`src/rtl/line_voltage_window_tracker_macros.svh`:
```
// Assertion macros for the line voltage window tracker.
`ifndef LINE_VOLTAGE_WINDOW_TRACKER_MACROS_SVH
`define LINE_VOLTAGE_WINDOW_TRACKER_MACROS_SVH
`ifndef NO_ASSERTIONS
`define LVWT_ASSERT_IMP(label, clk, rstn, ante, cons) \
    label: assert property (@(posedge clk) disable iff (!rstn) (ante) |-> (cons)) \
        else $error("lvwt assertion failed");
`define LVWT_ASSERT_NXT(label, clk, rstn, ante, cons) \
    label: assert property (@(posedge clk) disable iff (!rstn) (ante) |=> (cons)) \
        else $error("lvwt assertion failed");
`else
`define LVWT_ASSERT_IMP(label, clk, rstn, ante, cons)
`define LVWT_ASSERT_NXT(label, clk, rstn, ante, cons)
`endif
`endif

```
`src/rtl/lvwt_pkg.sv`:
```
// Types and constants of the line voltage window tracker.
package lvwt_pkg;

    localparam int THR_BITS      = 12;
    localparam int WEND_BITS     = 8;
    localparam int DIVR_BITS     = 8;
    localparam int COUNT_BITS    = 9;
    localparam int ANGLE_BITS    = 8;
    localparam int PEAK_OUT_BITS = 12;
    localparam int PROD_BITS     = 17;
    localparam int DSTEP_BITS    = 5;
    localparam int CFG_IDX_BITS  = 2;
    localparam int CFG_DATA_BITS = 12;
    localparam int OUT_DATA_BITS = 24;
    localparam int OUT_PAD_BITS  = OUT_DATA_BITS - PEAK_OUT_BITS - ANGLE_BITS;

    localparam logic [ANGLE_BITS-1:0] ANGLE_MAX  = 8'd180;
    localparam logic [DSTEP_BITS-1:0] DIV_LAST   = 5'(PROD_BITS - 1);
    localparam logic [WEND_BITS-1:0]  WEND_RST   = 8'd240;
    localparam logic [DIVR_BITS-1:0]  DIVR_RST   = 8'd240;
    localparam logic [COUNT_BITS-1:0] COUNT_MAX  = 9'd256;

    localparam logic [CFG_IDX_BITS-1:0] CFG_ZERO_THRESHOLD = 2'd0;
    localparam logic [CFG_IDX_BITS-1:0] CFG_WINDOW_END     = 2'd1;
    localparam logic [CFG_IDX_BITS-1:0] CFG_ANGLE_DIVISOR  = 2'd2;

    typedef enum logic [1:0] {
        ST_IDLE,
        ST_CMP,
        ST_DIV,
        ST_DONE
    } lvwt_state_t;

endpackage

```
`src/rtl/line_voltage_window_tracker.sv`:
```
// Line voltage window tracker: bit-serial peak and conduction angle detector.
// An accepted word is compared MSB first, bit-serially over CMP_BITS = max(SAMPLE_BITS,12)
// bits; a window-closing word then runs the restoring angle divide, one quotient bit per
// cycle, and the result goes to the output register. The next word is taken only after
// that result is loaded; s_axis_tready is high only in the idle state.
// Reset (aresetn low, synchronous): window state and latched results clear to zero,
// zero_threshold to 0, window_end and angle_divisor to 240, output channel empty.
`include "line_voltage_window_tracker_macros.svh"

module line_voltage_window_tracker #(
    parameter int SAMPLE_BITS = 12
) (
    input  logic                                  aclk,
    input  logic                                  aresetn,
    // config write port
    input  logic                                  cfg_wr_en,
    input  logic [lvwt_pkg::CFG_IDX_BITS-1:0]     cfg_index,
    input  logic [lvwt_pkg::CFG_DATA_BITS-1:0]    cfg_wdata,
    // sample stream
    input  logic                                  s_axis_tvalid,
    output logic                                  s_axis_tready,
    input  logic [((SAMPLE_BITS+7)/8)*8-1:0]      s_axis_tdata,  // [SAMPLE_BITS-1:0] sample
    // result stream
    output logic                                  m_axis_tvalid,
    input  logic                                  m_axis_tready,
    output logic                                  m_axis_tlast,  // window_done
    output logic [lvwt_pkg::OUT_DATA_BITS-1:0]    m_axis_tdata   // [11:0] peak_value,
                                                                 // [19:12] conduction_angle
);
    import lvwt_pkg::*;

    // Serial compare width covers both the sample and the 12-bit threshold.
    localparam int CMP_BITS = (SAMPLE_BITS > THR_BITS) ? SAMPLE_BITS : THR_BITS;
    localparam int CNT_BITS = $clog2(CMP_BITS);

    lvwt_state_t state_reg, state_next;

    // config registers
    logic [THR_BITS-1:0]    zero_thr_reg;
    logic [WEND_BITS-1:0]   window_end_reg;
    logic [DIVR_BITS-1:0]   angle_div_reg;

    // window state
    logic [WEND_BITS-1:0]   sample_cnt_reg;
    logic [SAMPLE_BITS-1:0] run_peak_reg;
    logic [COUNT_BITS-1:0]  run_above_reg;
    logic [SAMPLE_BITS-1:0] lat_peak_reg;
    logic [ANGLE_BITS-1:0]  lat_angle_reg;

    // serial compare datapath
    logic [CMP_BITS-1:0]    samp_sh_reg;   // rotates, so it is whole again after the last compare step
    logic [CMP_BITS-1:0]    peak_sh_reg;
    logic [CMP_BITS-1:0]    thr_sh_reg;
    logic [CNT_BITS-1:0]    bit_cnt_reg;
    logic                   pk_dec_reg, pk_gt_reg;
    logic                   th_dec_reg, th_gt_reg;

    // serial divider datapath
    logic [PROD_BITS-1:0]   dvd_sh_reg;
    logic [PROD_BITS-1:0]   quo_sh_reg;
    logic [DIVR_BITS-1:0]   rem_reg;
    logic [DSTEP_BITS-1:0]  div_cnt_reg;
    logic                   close_reg;

    // output register
    logic                      m_valid_reg;
    logic                      m_last_reg;
    logic [OUT_DATA_BITS-1:0]  m_data_reg;

    logic in_acc, out_free, out_load;
    logic cmp_last, div_last;

    // Compare step: decide on the first differing bit, MSB first.
    logic                   a_bit, p_bit, t_bit;
    logic                   pk_gt_fin, th_gt_fin;
    logic [CMP_BITS-1:0]    samp_rot;
    logic [SAMPLE_BITS-1:0] new_peak;
    logic [COUNT_BITS-1:0]  new_above;
    logic                   win_close;

    // Divide step: restoring, one quotient bit per cycle.
    logic [DIVR_BITS:0]     trial;
    logic                   q_bit;
    logic [DIVR_BITS:0]     trial_sub;
    logic [PROD_BITS-1:0]   quo_next;

    assign in_acc   = s_axis_tvalid && s_axis_tready;
    assign out_free = !m_valid_reg || m_axis_tready;
    assign cmp_last = (state_reg == ST_CMP) && (bit_cnt_reg == '0);
    assign div_last = (state_reg == ST_DIV) && (div_cnt_reg == '0);

    assign a_bit     = samp_sh_reg[CMP_BITS-1];
    assign p_bit     = peak_sh_reg[CMP_BITS-1];
    assign t_bit     = thr_sh_reg[CMP_BITS-1];
    assign pk_gt_fin = pk_dec_reg ? pk_gt_reg : (a_bit & ~p_bit);
    assign th_gt_fin = th_dec_reg ? th_gt_reg : (a_bit & ~t_bit);
    assign samp_rot  = {samp_sh_reg[CMP_BITS-2:0], samp_sh_reg[CMP_BITS-1]};
    assign new_peak  = pk_gt_fin ? samp_rot[SAMPLE_BITS-1:0] : run_peak_reg;
    assign new_above = run_above_reg + COUNT_BITS'(th_gt_fin);
    // Counter at or above window_end closes (covers window_end lowered mid-window).
    assign win_close = !(sample_cnt_reg < window_end_reg);

    assign trial     = {rem_reg, dvd_sh_reg[PROD_BITS-1]};
    assign q_bit     = (trial >= {1'b0, angle_div_reg});
    assign trial_sub = trial - {1'b0, angle_div_reg};
    assign quo_next  = {quo_sh_reg[PROD_BITS-2:0], q_bit};

    // FSM: next state and handshake
    always_comb begin
        state_next    = state_reg;
        s_axis_tready = 1'b0;
        out_load      = 1'b0;
        unique case (state_reg)
            ST_IDLE: begin
                s_axis_tready = 1'b1;
                if (s_axis_tvalid) begin
                    state_next = ST_CMP;
                end
            end
            ST_CMP: begin
                if (bit_cnt_reg == '0) begin
                    state_next = win_close ? ST_DIV : ST_DONE;
                end
            end
            ST_DIV: begin
                if (div_cnt_reg == '0) begin
                    state_next = ST_DONE;
                end
            end
            ST_DONE: begin
                if (out_free) begin
                    out_load   = 1'b1;
                    state_next = ST_IDLE;
                end
            end
            default: begin
                state_next = ST_IDLE;
            end
        endcase
    end

    always_ff @(posedge aclk) begin
        if (!aresetn) begin
            state_reg <= ST_IDLE;
        end else begin
            state_reg <= state_next;
        end
    end

    // Config, window state and output valid.
    always_ff @(posedge aclk) begin
        if (!aresetn) begin
            zero_thr_reg   <= '0;
            window_end_reg <= WEND_RST;
            angle_div_reg  <= DIVR_RST;
            sample_cnt_reg <= '0;
            run_peak_reg   <= '0;
            run_above_reg  <= '0;
            lat_peak_reg   <= '0;
            lat_angle_reg  <= '0;
            m_valid_reg    <= 1'b0;
        end else begin
            if (cfg_wr_en) begin
                priority if (cfg_index == CFG_ZERO_THRESHOLD) begin
                    zero_thr_reg <= cfg_wdata[THR_BITS-1:0];
                end else if (cfg_index == CFG_WINDOW_END) begin
                    window_end_reg <= cfg_wdata[WEND_BITS-1:0];
                end else if (cfg_index == CFG_ANGLE_DIVISOR) begin
                    angle_div_reg <= cfg_wdata[DIVR_BITS-1:0];
                end else begin
                    // index beyond the map: dropped
                end
            end
            if (cmp_last) begin
                if (win_close) begin
                    lat_peak_reg   <= new_peak;
                    run_peak_reg   <= '0;
                    run_above_reg  <= '0;
                    sample_cnt_reg <= '0;
                end else begin
                    run_peak_reg   <= new_peak;
                    run_above_reg  <= new_above;
                    sample_cnt_reg <= sample_cnt_reg + 1'b1;
                end
            end
            if (div_last) begin
                // divisor zero gives an all-ones quotient, which saturates too
                lat_angle_reg <= (quo_next > PROD_BITS'(ANGLE_MAX)) ? ANGLE_MAX
                                                                    : quo_next[ANGLE_BITS-1:0];
            end
            if (out_load) begin
                m_valid_reg <= 1'b1;
            end else if (m_axis_tready) begin
                m_valid_reg <= 1'b0;
            end
        end
    end

    // Serial datapath and output payload.
    always_ff @(posedge aclk) begin
        if (in_acc) begin
            samp_sh_reg <= CMP_BITS'(s_axis_tdata[SAMPLE_BITS-1:0]);
            peak_sh_reg <= CMP_BITS'(run_peak_reg);
            thr_sh_reg  <= CMP_BITS'(zero_thr_reg);
            bit_cnt_reg <= CNT_BITS'(CMP_BITS - 1);
            pk_dec_reg  <= 1'b0;
            pk_gt_reg   <= 1'b0;
            th_dec_reg  <= 1'b0;
            th_gt_reg   <= 1'b0;
        end else if (state_reg == ST_CMP) begin
            samp_sh_reg <= samp_rot;
            peak_sh_reg <= {peak_sh_reg[CMP_BITS-2:0], 1'b0};
            thr_sh_reg  <= {thr_sh_reg[CMP_BITS-2:0], 1'b0};
            bit_cnt_reg <= bit_cnt_reg - 1'b1;
            if (!pk_dec_reg && (a_bit != p_bit)) begin
                pk_dec_reg <= 1'b1;
                pk_gt_reg  <= a_bit;
            end
            if (!th_dec_reg && (a_bit != t_bit)) begin
                th_dec_reg <= 1'b1;
                th_gt_reg  <= a_bit;
            end
        end

        if (cmp_last) begin
            close_reg   <= win_close;
            dvd_sh_reg  <= PROD_BITS'(new_above) * PROD_BITS'(ANGLE_MAX);
            quo_sh_reg  <= '0;
            rem_reg     <= '0;
            div_cnt_reg <= DIV_LAST;
        end else if (state_reg == ST_DIV) begin
            dvd_sh_reg  <= {dvd_sh_reg[PROD_BITS-2:0], 1'b0};
            quo_sh_reg  <= quo_next;
            rem_reg     <= q_bit ? trial_sub[DIVR_BITS-1:0] : trial[DIVR_BITS-1:0];
            div_cnt_reg <= div_cnt_reg - 1'b1;
        end

        if (out_load) begin
            m_last_reg <= close_reg;
            m_data_reg <= {{OUT_PAD_BITS{1'b0}}, lat_angle_reg, PEAK_OUT_BITS'(lat_peak_reg)};
        end
    end

    assign m_axis_tvalid = m_valid_reg;
    assign m_axis_tlast  = m_last_reg;
    assign m_axis_tdata  = m_data_reg;

    // accepted word always starts the serial compare
    `LVWT_ASSERT_NXT(a_acc_cmp, aclk, aresetn, in_acc, state_reg == ST_CMP)
    // latched angle stays within its saturated range
    `LVWT_ASSERT_IMP(a_angle_max, aclk, aresetn, 1'b1, lat_angle_reg <= ANGLE_MAX)
    // a window never holds more than 256 conducting words
    `LVWT_ASSERT_IMP(a_above_max, aclk, aresetn, 1'b1, run_above_reg <= COUNT_MAX)
    // restoring divider keeps its remainder below a nonzero divisor
    `LVWT_ASSERT_IMP(a_rem_lt_div, aclk, aresetn,
        (state_reg == ST_DIV) && (angle_div_reg != '0), rem_reg < angle_div_reg)
    // a result is only loaded when the output register can take it
    `LVWT_ASSERT_IMP(a_load_free, aclk, aresetn, out_load, !m_valid_reg || m_axis_tready)

endmodule

```
`config.mk`:
```
export PLATFORM = sky130hd
export DESIGN_NAME = line_voltage_window_tracker
export DESIGN_NICKNAME = d
export VERILOG_FILES = /design/src/rtl/lvwt_pkg.sv /design/src/rtl/line_voltage_window_tracker.sv
export VERILOG_INCLUDE_DIRS = /design/src /design/src/rtl
export SDC_FILE = /design/constraint.sdc
export NUM_CORES = 1
export LEC_CHECK = 0
export BUFFER_PORTS_ARGS = -buffer_cell sky130_fd_sc_hd__buf_4
export CORE_AREA = 2 2 133 135
export CTS_CLUSTER_DIAMETER = 80
export DETAILED_ROUTE_END_ITERATION = 10
export DIE_AREA = 0 0 135 137
export PLACE_DENSITY_LB_ADDON = 0.08
export SETUP_SLACK_MARGIN = 0.02
export SLEW_MARGIN = 10
export SYNTH_ARGS = -nofsm -noshare
export SYNTH_HDL_FRONTEND = slang
export SYNTH_SLANG_ARGS = --single-unit
```
`constraint.sdc`:
```
create_clock -name aclk -period 10.81 [get_ports aclk]
set_clock_uncertainty 0.2 [all_clocks]
set_input_delay 1.6215 -clock aclk [delete_from_list [all_inputs] [get_ports aclk]]
set_output_delay 1.6215 -clock aclk [all_outputs]
set_load 0.05 [all_outputs]
```
==> results.toml, run 1 <==
[run_status]
outcome = "finished clean"

[routing]
vias = 6370
drc = 0
drtIter0Drc = 367
first_pass_iters = 5
wl_per_cell_um = 15.08
wl_um = 17640
via_per_inst = 5.444
ant_nets = 0

[power]
vdd_ir_drop_max_uv = 148.4
clkPwrFrac = 0.278
seq_power_share = 0.441
p_leak_nw = 4.411
p_comb_frac = 0.281
p_per_area_mw_per_mm2 = 224.5
switchingPower_w = 0.0007484
netSwitchingFraction = 0.3197
p_int_w = 0.001593

[logic_synthesis]
synthFlopType = "dfxtp_1"
ys_warn_count = 0
async_flop_share = 0
netlist_instances = 901
yosysTopAreaCell = "dfxtp_1"
syn_area_sq_mm = 0.009269
synth_area_leaders = "dfxtp_1 25%, edfxtp_1 24%, ha_1 7.0%"
synth.top_cell.area_share = 0.2527
synth-seq-cells = 190
ys_seq_area_frac = 0.4892
synthDistinctLibCells = 58
postSynthAreaPerCell_sq_um = 10.29
synth-edff-count = 73

[global_routing]
grt_pass1_wl_um = 30330
gr-total-overflow = 0
grt_max_degree = 65
gr-usage-all-layers = 0.2038
antenna_found_initial = 0
grt_pass1_vias = 6292

[clock_network]
ctsLongestPathBuffers = 2
cts_hold_buf = 0
cts.repair.resized = 0
cts_buffers = 17
post_cts_buffers = 0
tritoncts = "done"
clock-root-buffer = "clkbuf_16"
htree_levels = 4
insertion_delay_ns = 0.43
clk_pin_slew_ns = 0.07
clock-sinks = 190

[hold_path]
holdPathEnd = "m_axis_tlast$_DFFE_PP_"
hold_depth = 0
hold_path.class = "reg2reg"
holdCritStartpoint = "close_reg$_DFFE_PP_"

[timing]
fin_ws_ns = 5.542
rsz0062_at_grt = "false"
finalSetupViolations = 0
fmax_mhz = 189.8
finalSetupTns_ns = 0
worst_pin_slew_ns = 0.9465
finalHoldViolations = 0
period_minus_slack_ns = 5.268
slew_headroom = 0.3678
maxSlewViolCount = 0
period_share = 0.4873

[floorplan]
rows = 48
chipWidth_um = 135
start_util = 0.5434
die_area_sq_mm = 0.01850
ios = 62
core_area_sq_mm = 0.01706
die_height_um = 137

[setup_path]
crit_path_frequent_cell = "ha_1"
crit_path_start_kind = "flop"
path_depth = 17
cp-end-kind = "flop"
rr_worst_depth = 17
cp.required_ns = 10.84
ff2ff_setup_slack_ns = 5.54
cp_cell_sequence = "ha_1, mux2_2, ha_1, ha_1, and3_1, or2_2, xnor2_1, fa_1, fa_1, inv_1, ha_1, a211oi_1, nor2_1, o21a_1, o22a_1, xnor2_1, o21ai_0"
critical_path_buf_inv_count = 1
slowest_delay_ns = 0.51
crit_arrival_ns = 5.30
critPathMaxFanout = 7
crit_slowest_cell = "fa_1"
crit_family = "adder cells"
worst_r2r_startpoint = "samp_sh_reg[11]$_DFFE_PP_"
r2r_end = "dvd_sh_reg[16]$_DFFE_PP_"
path_class = "reg2reg"

[finish]
diodes = 0
area_growth_pct = 12.53
fin_nets = 1032
largest_register_ffs = 20
n_fill_cell = 1482
drive_above_1_share = 0.1513
design_area_sq_mm = 0.01043

[placed_design]
port_buffers = 53
placed_cell_area_sq_mm = 0.009807
hpwl_um = 11980
gp_congestion = 0.8022
place_ws_ns = 5.463

[flow_run]
cap_violations = 0
## metal layers
| metal | part of all wire | GRT usage | vias to the layer above |
|---|---|---|---|
| met5 | 0 | 0 | - |
| met4 | 0.0097 | 0.05613 | 0 |
| met3 | 0.033 | 0.03630 | 15 |
| met2 | 0.49 | 0.3494 | 105 |
| met1 | 0.47 | 0.2667 | 3038 |
| li1 | - | - | 3212 |
## cells in the mapped netlist, types with 3 or more instances
| master | count |
|---|---|
| dfxtp_1 | 117 |
| nor2_1 | 85 |
| nand2_1 | 79 |
| edfxtp_1 | 73 |
| inv_1 | 62 |
| mux2i_1 | 54 |
| ha_1 | 52 |
| a21oi_1 | 48 |
| mux2_2 | 38 |
| o21ai_0 | 33 |
| clkbuf_1 | 32 |
| nand3_1 | 27 |
| a211oi_1 | 21 |
| xnor2_1 | 18 |
| nor4_1 | 15 |
| fa_1 | 13 |
| and3_1 | 11 |
| nand3b_1 | 11 |
| xor2_1 | 8 |
| buf_1 | 7 |
| buf_2 | 7 |
| a31oi_1 | 6 |
| buf_4 | 6 |
| nor3_1 | 6 |
| o21a_1 | 6 |
| nand2b_1 | 5 |
| nor2b_1 | 5 |
| nor3b_1 | 5 |
| or3_1 | 5 |
| a21o_1 | 4 |
| a22oi_1 | 3 |
| inv_2 | 3 |
| o221a_2 | 3 |
| o31ai_1 | 3 |
## power groups by stage
stage | registers (W) | clock network, W | logic, W
final | 0.00103 | 0.000651 | 0.000658
after global routing | 0.00105 | 0.000691 | 0.000740
after CTS | 0.00103 | 0.000661 | 0.000667
after detailed placement | 0.00105 | 0 | 0.000663
after global placement | 0.00104 | 0 | 0.000637
after floorplan | 0.00104 | 0 | 0.000509
## worst reg2reg max path, cell delays in order, from the launching register on
cell and delay (ns):
edfxtp_1 0.50, ha_1 0.24, mux2_2 0.29, ha_1 0.22
ha_1 0.25, and3_1 0.28, or2_2 0.33, xnor2_1 0.27
fa_1 0.47, fa_1 0.51, inv_1 0.04, ha_1 0.35
a211oi_1 0.23, nor2_1 0.11, o21a_1 0.20, o22a_1 0.22
xnor2_1 0.12, o21ai_0 0.25
## worst max-delay path by stage
stage / from / slack, ns / end
2_1_floorplan: samp_sh_reg[11]$_DFFE_PP_ / 5.95 / dvd_sh_reg[15]$_DFFE_PP_
3_3_place_gp: samp_sh_reg[11]$_DFFE_PP_ / 5.52 / dvd_sh_reg[16]$_DFFE_PP_
3_5_place_dp: samp_sh_reg[11]$_DFFE_PP_ / 5.46 / dvd_sh_reg[16]$_DFFE_PP_
4_1_cts: samp_sh_reg[11]$_DFFE_PP_ / 5.46 / dvd_sh_reg[16]$_DFFE_PP_
5_1_grt: samp_sh_reg[11]$_DFFE_PP_ / 5.21 / dvd_sh_reg[16]$_DFFE_PP_
6_report: samp_sh_reg[11]$_DFFE_PP_ / 5.54 / dvd_sh_reg[16]$_DFFE_PP_
## final cells by class
type | instances | area (sq um) | area share
multi-input cells | 597 | 4295 | 0.4118
flip-flops and latches | 190 | 4534 | 0.4347
clock buffers | 20 | 467.9 | 0.04487
well taps | 225 | 281.5 | 0.02699
clock inverters | 12 | 148.9 | 0.01428
inverters | 65 | 244.0 | 0.02339
repair buffers | 61 | 457.9 | 0.04391
## stage by stage
step	cells	util	hold WS, ns	power [W]
floorplan	904	-	0.2003	0.001552
global placement	1138	0.5750	0.2133	0.001676
detailed placement	1138	0.5750	0.2142	0.001708
CTS	1170	0.6111	0.2328	0.002360
global route	1170	0.6115	0.2439	0.002483
finish	1170	0.6115	0.2328	0.002341
## layout by cell type, fill, tap and decap left out, types with 33 or more instances in the layout
cell,netlist,routed
a21oi_1,48,48
mux2_2,38,38
mux2i_1,54,54
inv_1,62,62
nand2_1,79,79
o21ai_0,33,33
ha_1,52,52
edfxtp_1,73,73
buf_4,6,61
nor2_1,85,85
dfxtp_1,117,117
## cells by family after synthesis
family	synth area share
AND/OR/NAND/NOR	0.1355
flip-flops	0.4892
AO/OA/AOI/OAI	0.09679
buffers and inverters	0.05076
multiplexers	0.1045
adder cells (fa/ha/maj)	0.09827
XOR/XNOR	0.02457
other	0.0004046
No activity file was read; power rests on OpenSTA's default activity.
==> run 2, diff against run 1 <==
--- a/config.mk
+++ b/config.mk
@@ -6,11 +6,12 @@
 export SDC_FILE = /design/constraint.sdc
 export NUM_CORES = 1
 export LEC_CHECK = 0
+export ABC_AREA = 1
 export BUFFER_PORTS_ARGS = -buffer_cell sky130_fd_sc_hd__buf_4
-export CORE_AREA = 2 2 133 135
+export CORE_AREA = 2 2 134 136
 export CTS_CLUSTER_DIAMETER = 80
 export DETAILED_ROUTE_END_ITERATION = 10
-export DIE_AREA = 0 0 135 137
+export DIE_AREA = 0 0 136 138
 export PLACE_DENSITY_LB_ADDON = 0.08
 export SETUP_SLACK_MARGIN = 0.02
 export SLEW_MARGIN = 10
==> constraint.sdc (replaced) <==
create_clock -name aclk -period 5.3 [get_ports aclk]
set_clock_uncertainty 0.2 [all_clocks]
set_input_delay 0.795 -clock aclk [delete_from_list [all_inputs] [get_ports aclk]]
set_output_delay 0.795 -clock aclk [all_outputs]
set_load 0.05 [all_outputs]
==> results.toml, run 2 <==
[timing]
rsz0062_at_grt = "false"
period_minus_slack_ns = 4.738
period_share = 0.8939
finalSetupTns_ns = 0
finalSetupViolations = 0
maxSlewViolCount = 0
slew_headroom = 0.2576
finalHoldViolations = 0
fmax_mhz = 211.1
fin_ws_ns = 0.5624
hold_ws_ns = 0.2249
worst_pin_slew_ns = 1.114

[setup_path]
worst_r2r_startpoint = "samp_sh_reg[11]$_DFFE_PP_"
slowest_delay_ns = 0.51
crit_path_start_kind = "flop"
crit_arrival_ns = 4.72
cp.required_ns = 5.29
cp_cell_sequence = "ha_1, nand2_1, nand2_1, ha_1, ha_1, nand3_1, nor2_1, inv_1, o21ai_0, inv_1, nor2_1, nor2_1, fa_1, inv_1, fa_1, inv_1, ha_1, inv_1, o21ai_0, a21oi_1, or2_2, nand3_1, nand2_1"
cp-end-kind = "flop"
critPathMaxFanout = 3
critPathCapture = "dvd_sh_reg[12]$_DFFE_PP_"
path_class = "reg2reg"
ff2ff_setup_slack_ns = 0.56
crit_slowest_cell = "fa_1"
rr_worst_depth = 23
r2r_end = "dvd_sh_reg[12]$_DFFE_PP_"
crit_path_frequent_cell = "inv_1"
startpoint = "samp_sh_reg[11]$_DFFE_PP_"

[global_routing]
antenna_found_initial = 0
grt_pass1_wl_um = 32180
gr-total-overflow = 0
grt_pass1_vias = 6747
grt_max_degree = 48
gr-usage-all-layers = 0.2117

[logic_synthesis]
synth.most_common_cell = "nand2_1"
netlist_instances = 1134
synth-seq-cells = 190
synth-edff-count = 73
synth.top_cell.area_share = 0.2484
synth_area_leaders = "dfxtp_1 25%, edfxtp_1 23%, nand2_1 11%"
syn_area_sq_mm = 0.009429
ys_seq_area_frac = 0.4809
synthDistinctLibCells = 42
postSynthAreaPerCell_sq_um = 8.315
async_flop_share = 0
ys_warn_count = 0
synth_common_cells = "276 x nand2_1, 150 x inv_1, 117 x dfxtp_1, 102 x nor2_1, 83 x a21oi_1"
synthFlopType = "dfxtp_1"
yosysTopAreaCell = "dfxtp_1"

[placed_design]
gp_congestion = 0.8346
hpwl_um = 13020
place_ws_ns = 0.6028
port_buffers = 53

[finish]
fin_nets = 1273
final_cell_mix = "276 x nand2_1, 150 x inv_1, 117 x dfxtp_1, 102 x nor2_1, 82 x a21oi_1"
area_growth_pct = 12.12
largest_register_ffs = 20
diodes = 0
final_common_cell = "nand2_1"
drive_above_1_share = 0.09106

[power]
p_int_w = 0.003065
p_comb_frac = 0.283
netSwitchingFraction = 0.3488
vdd_ir_drop_max_uv = 265.5
p_per_area_mw_per_mm2 = 445.2
seq_power_share = 0.443
clkPwrFrac = 0.274
switchingPower_w = 0.001641
p_leak_nw = 4.804

[routing]
wl_per_cell_um = 13.38
vias = 7237
via_per_inst = 5.114
first_pass_iters = 5
wl_um = 18930
drtIter0Drc = 515
ant_nets = 0
drc = 0

[run_status]
outcome = "finished clean"

[floorplan]
die_height_um = 138
chipWidth_um = 136
ios = 62
rows = 49
die_area_sq_mm = 0.01877
core_area_sq_mm = 0.01753
start_util = 0.5377

[clock_network]
htree_levels = 4
ctsLongestPathBuffers = 2
cts_buffers = 17
insertion_delay_ns = 0.44
clk_pin_slew_ns = 0.07
clock-root-buffer = "clkbuf_16"
cts_hold_buf = 0
clock-sinks = 190
post_cts_buffers = 0
tritoncts = "done"
cts.repair.resized = 0

[flow_run]
cap_violations = 0

[hold_path]
hold_path.class = "reg2reg"
run 2: kinds of logic (layout without fill, tap and decap cells):
| family | Yosys count | count (layout) | synth area share |
|---|---|---|---|
| XOR/XNOR | 18 | 18 | 0.01672 |
| buffers and inverters | 199 | 248 | 0.08572 |
| AO/OA/AOI/OAI | 201 | 201 | 0.1177 |
| AND/OR/NAND/NOR | 460 | 460 | 0.2020 |
| other | 1 | 4 | 0.0003977 |
| adder cells (fa/ha/maj) | 65 | 65 | 0.09660 |
| flip-flops | 190 | 190 | 0.4809 |
run 2: layer usage:
metal / routed length (um) / vias up / global-route usage / share of wire
li1: - / 3773 / - / -
met1: 9360 / 3312 / 0.3050 / 0.49
met2: 8570 / 139 / 0.3301 / 0.45
met3: 841 / 13 / 0.03704 / 0.044
met4: 159 / 0 / 0.05647 / 0.0084
met5: 0 / - / 0 / 0
run 2: area by class of cell:
| cell class | instances | area [sq um] |
|---|---|---|
| multi-input cells | 748 | 4101 |
| repair buffers | 61 | 457.9 |
| flip-flops and latches | 190 | 4534 |
| fillers | 1643 | 6963 |
| inverters | 155 | 581.8 |
| clock buffers | 18 | 429.2 |
| clock inverters | 14 | 180.2 |
| well taps | 229 | 286.5 |
run 2: worst min-delay path by stage:
| stage | from | endpoint | cells past startpoint |
|---|---|---|---|
| floorplan | close_reg$_DFFE_PP_ | m_axis_tlast$_DFFE_PP_ | 0 |
| global placement | close_reg$_DFFE_PP_ | m_axis_tlast$_DFFE_PP_ | 0 |
| detailed placement | close_reg$_DFFE_PP_ | m_axis_tlast$_DFFE_PP_ | 0 |
| CTS | close_reg$_DFFE_PP_ | m_axis_tlast$_DFFE_PP_ | 0 |
| global route | lat_angle_reg[7]$_SDFFE_PN0P_ | m_axis_tdata[19]$_DFFE_PP_ | 0 |
| finish | close_reg$_DFFE_PP_ | m_axis_tlast$_DFFE_PP_ | 0 |
run 2: power by group through the flow:
stage          logic, W  clock network (W)  registers [W]
3_3_place_gp    0.00132                  0        0.00211
5_1_grt         0.00153            0.00138        0.00212
6_report        0.00133            0.00129        0.00208
4_1_cts         0.00135            0.00132        0.00208
2_1_floorplan  0.000964                  0        0.00216
3_5_place_dp    0.00134                  0        0.00211
run 2: stage by stage:
step / area, sq um / cells / power, W / utilization
6_report: 10570 / 1415 / 0.004707 / 0.6029
4_1_cts: 10570 / 1415 / 0.004750 / 0.6029
3_3_place_gp: 9962 / 1383 / 0.003424 / 0.5681
2_1_floorplan: 9440 / 1137 / 0.003121 / -
3_5_place_dp: 9962 / 1383 / 0.003449 / 0.5681
5_1_grt: 10570 / 1415 / 0.005030 / 0.6029
run 2: critical path, delay by kind of cell (launching register included):
family | cells | cell delay [ns]
fa+ha+maj | 6 | 1.81
simple gates | 9 | 0.99
flops | 1 | 0.40
buf+inv | 5 | 0.34
compound gates | 3 | 0.76
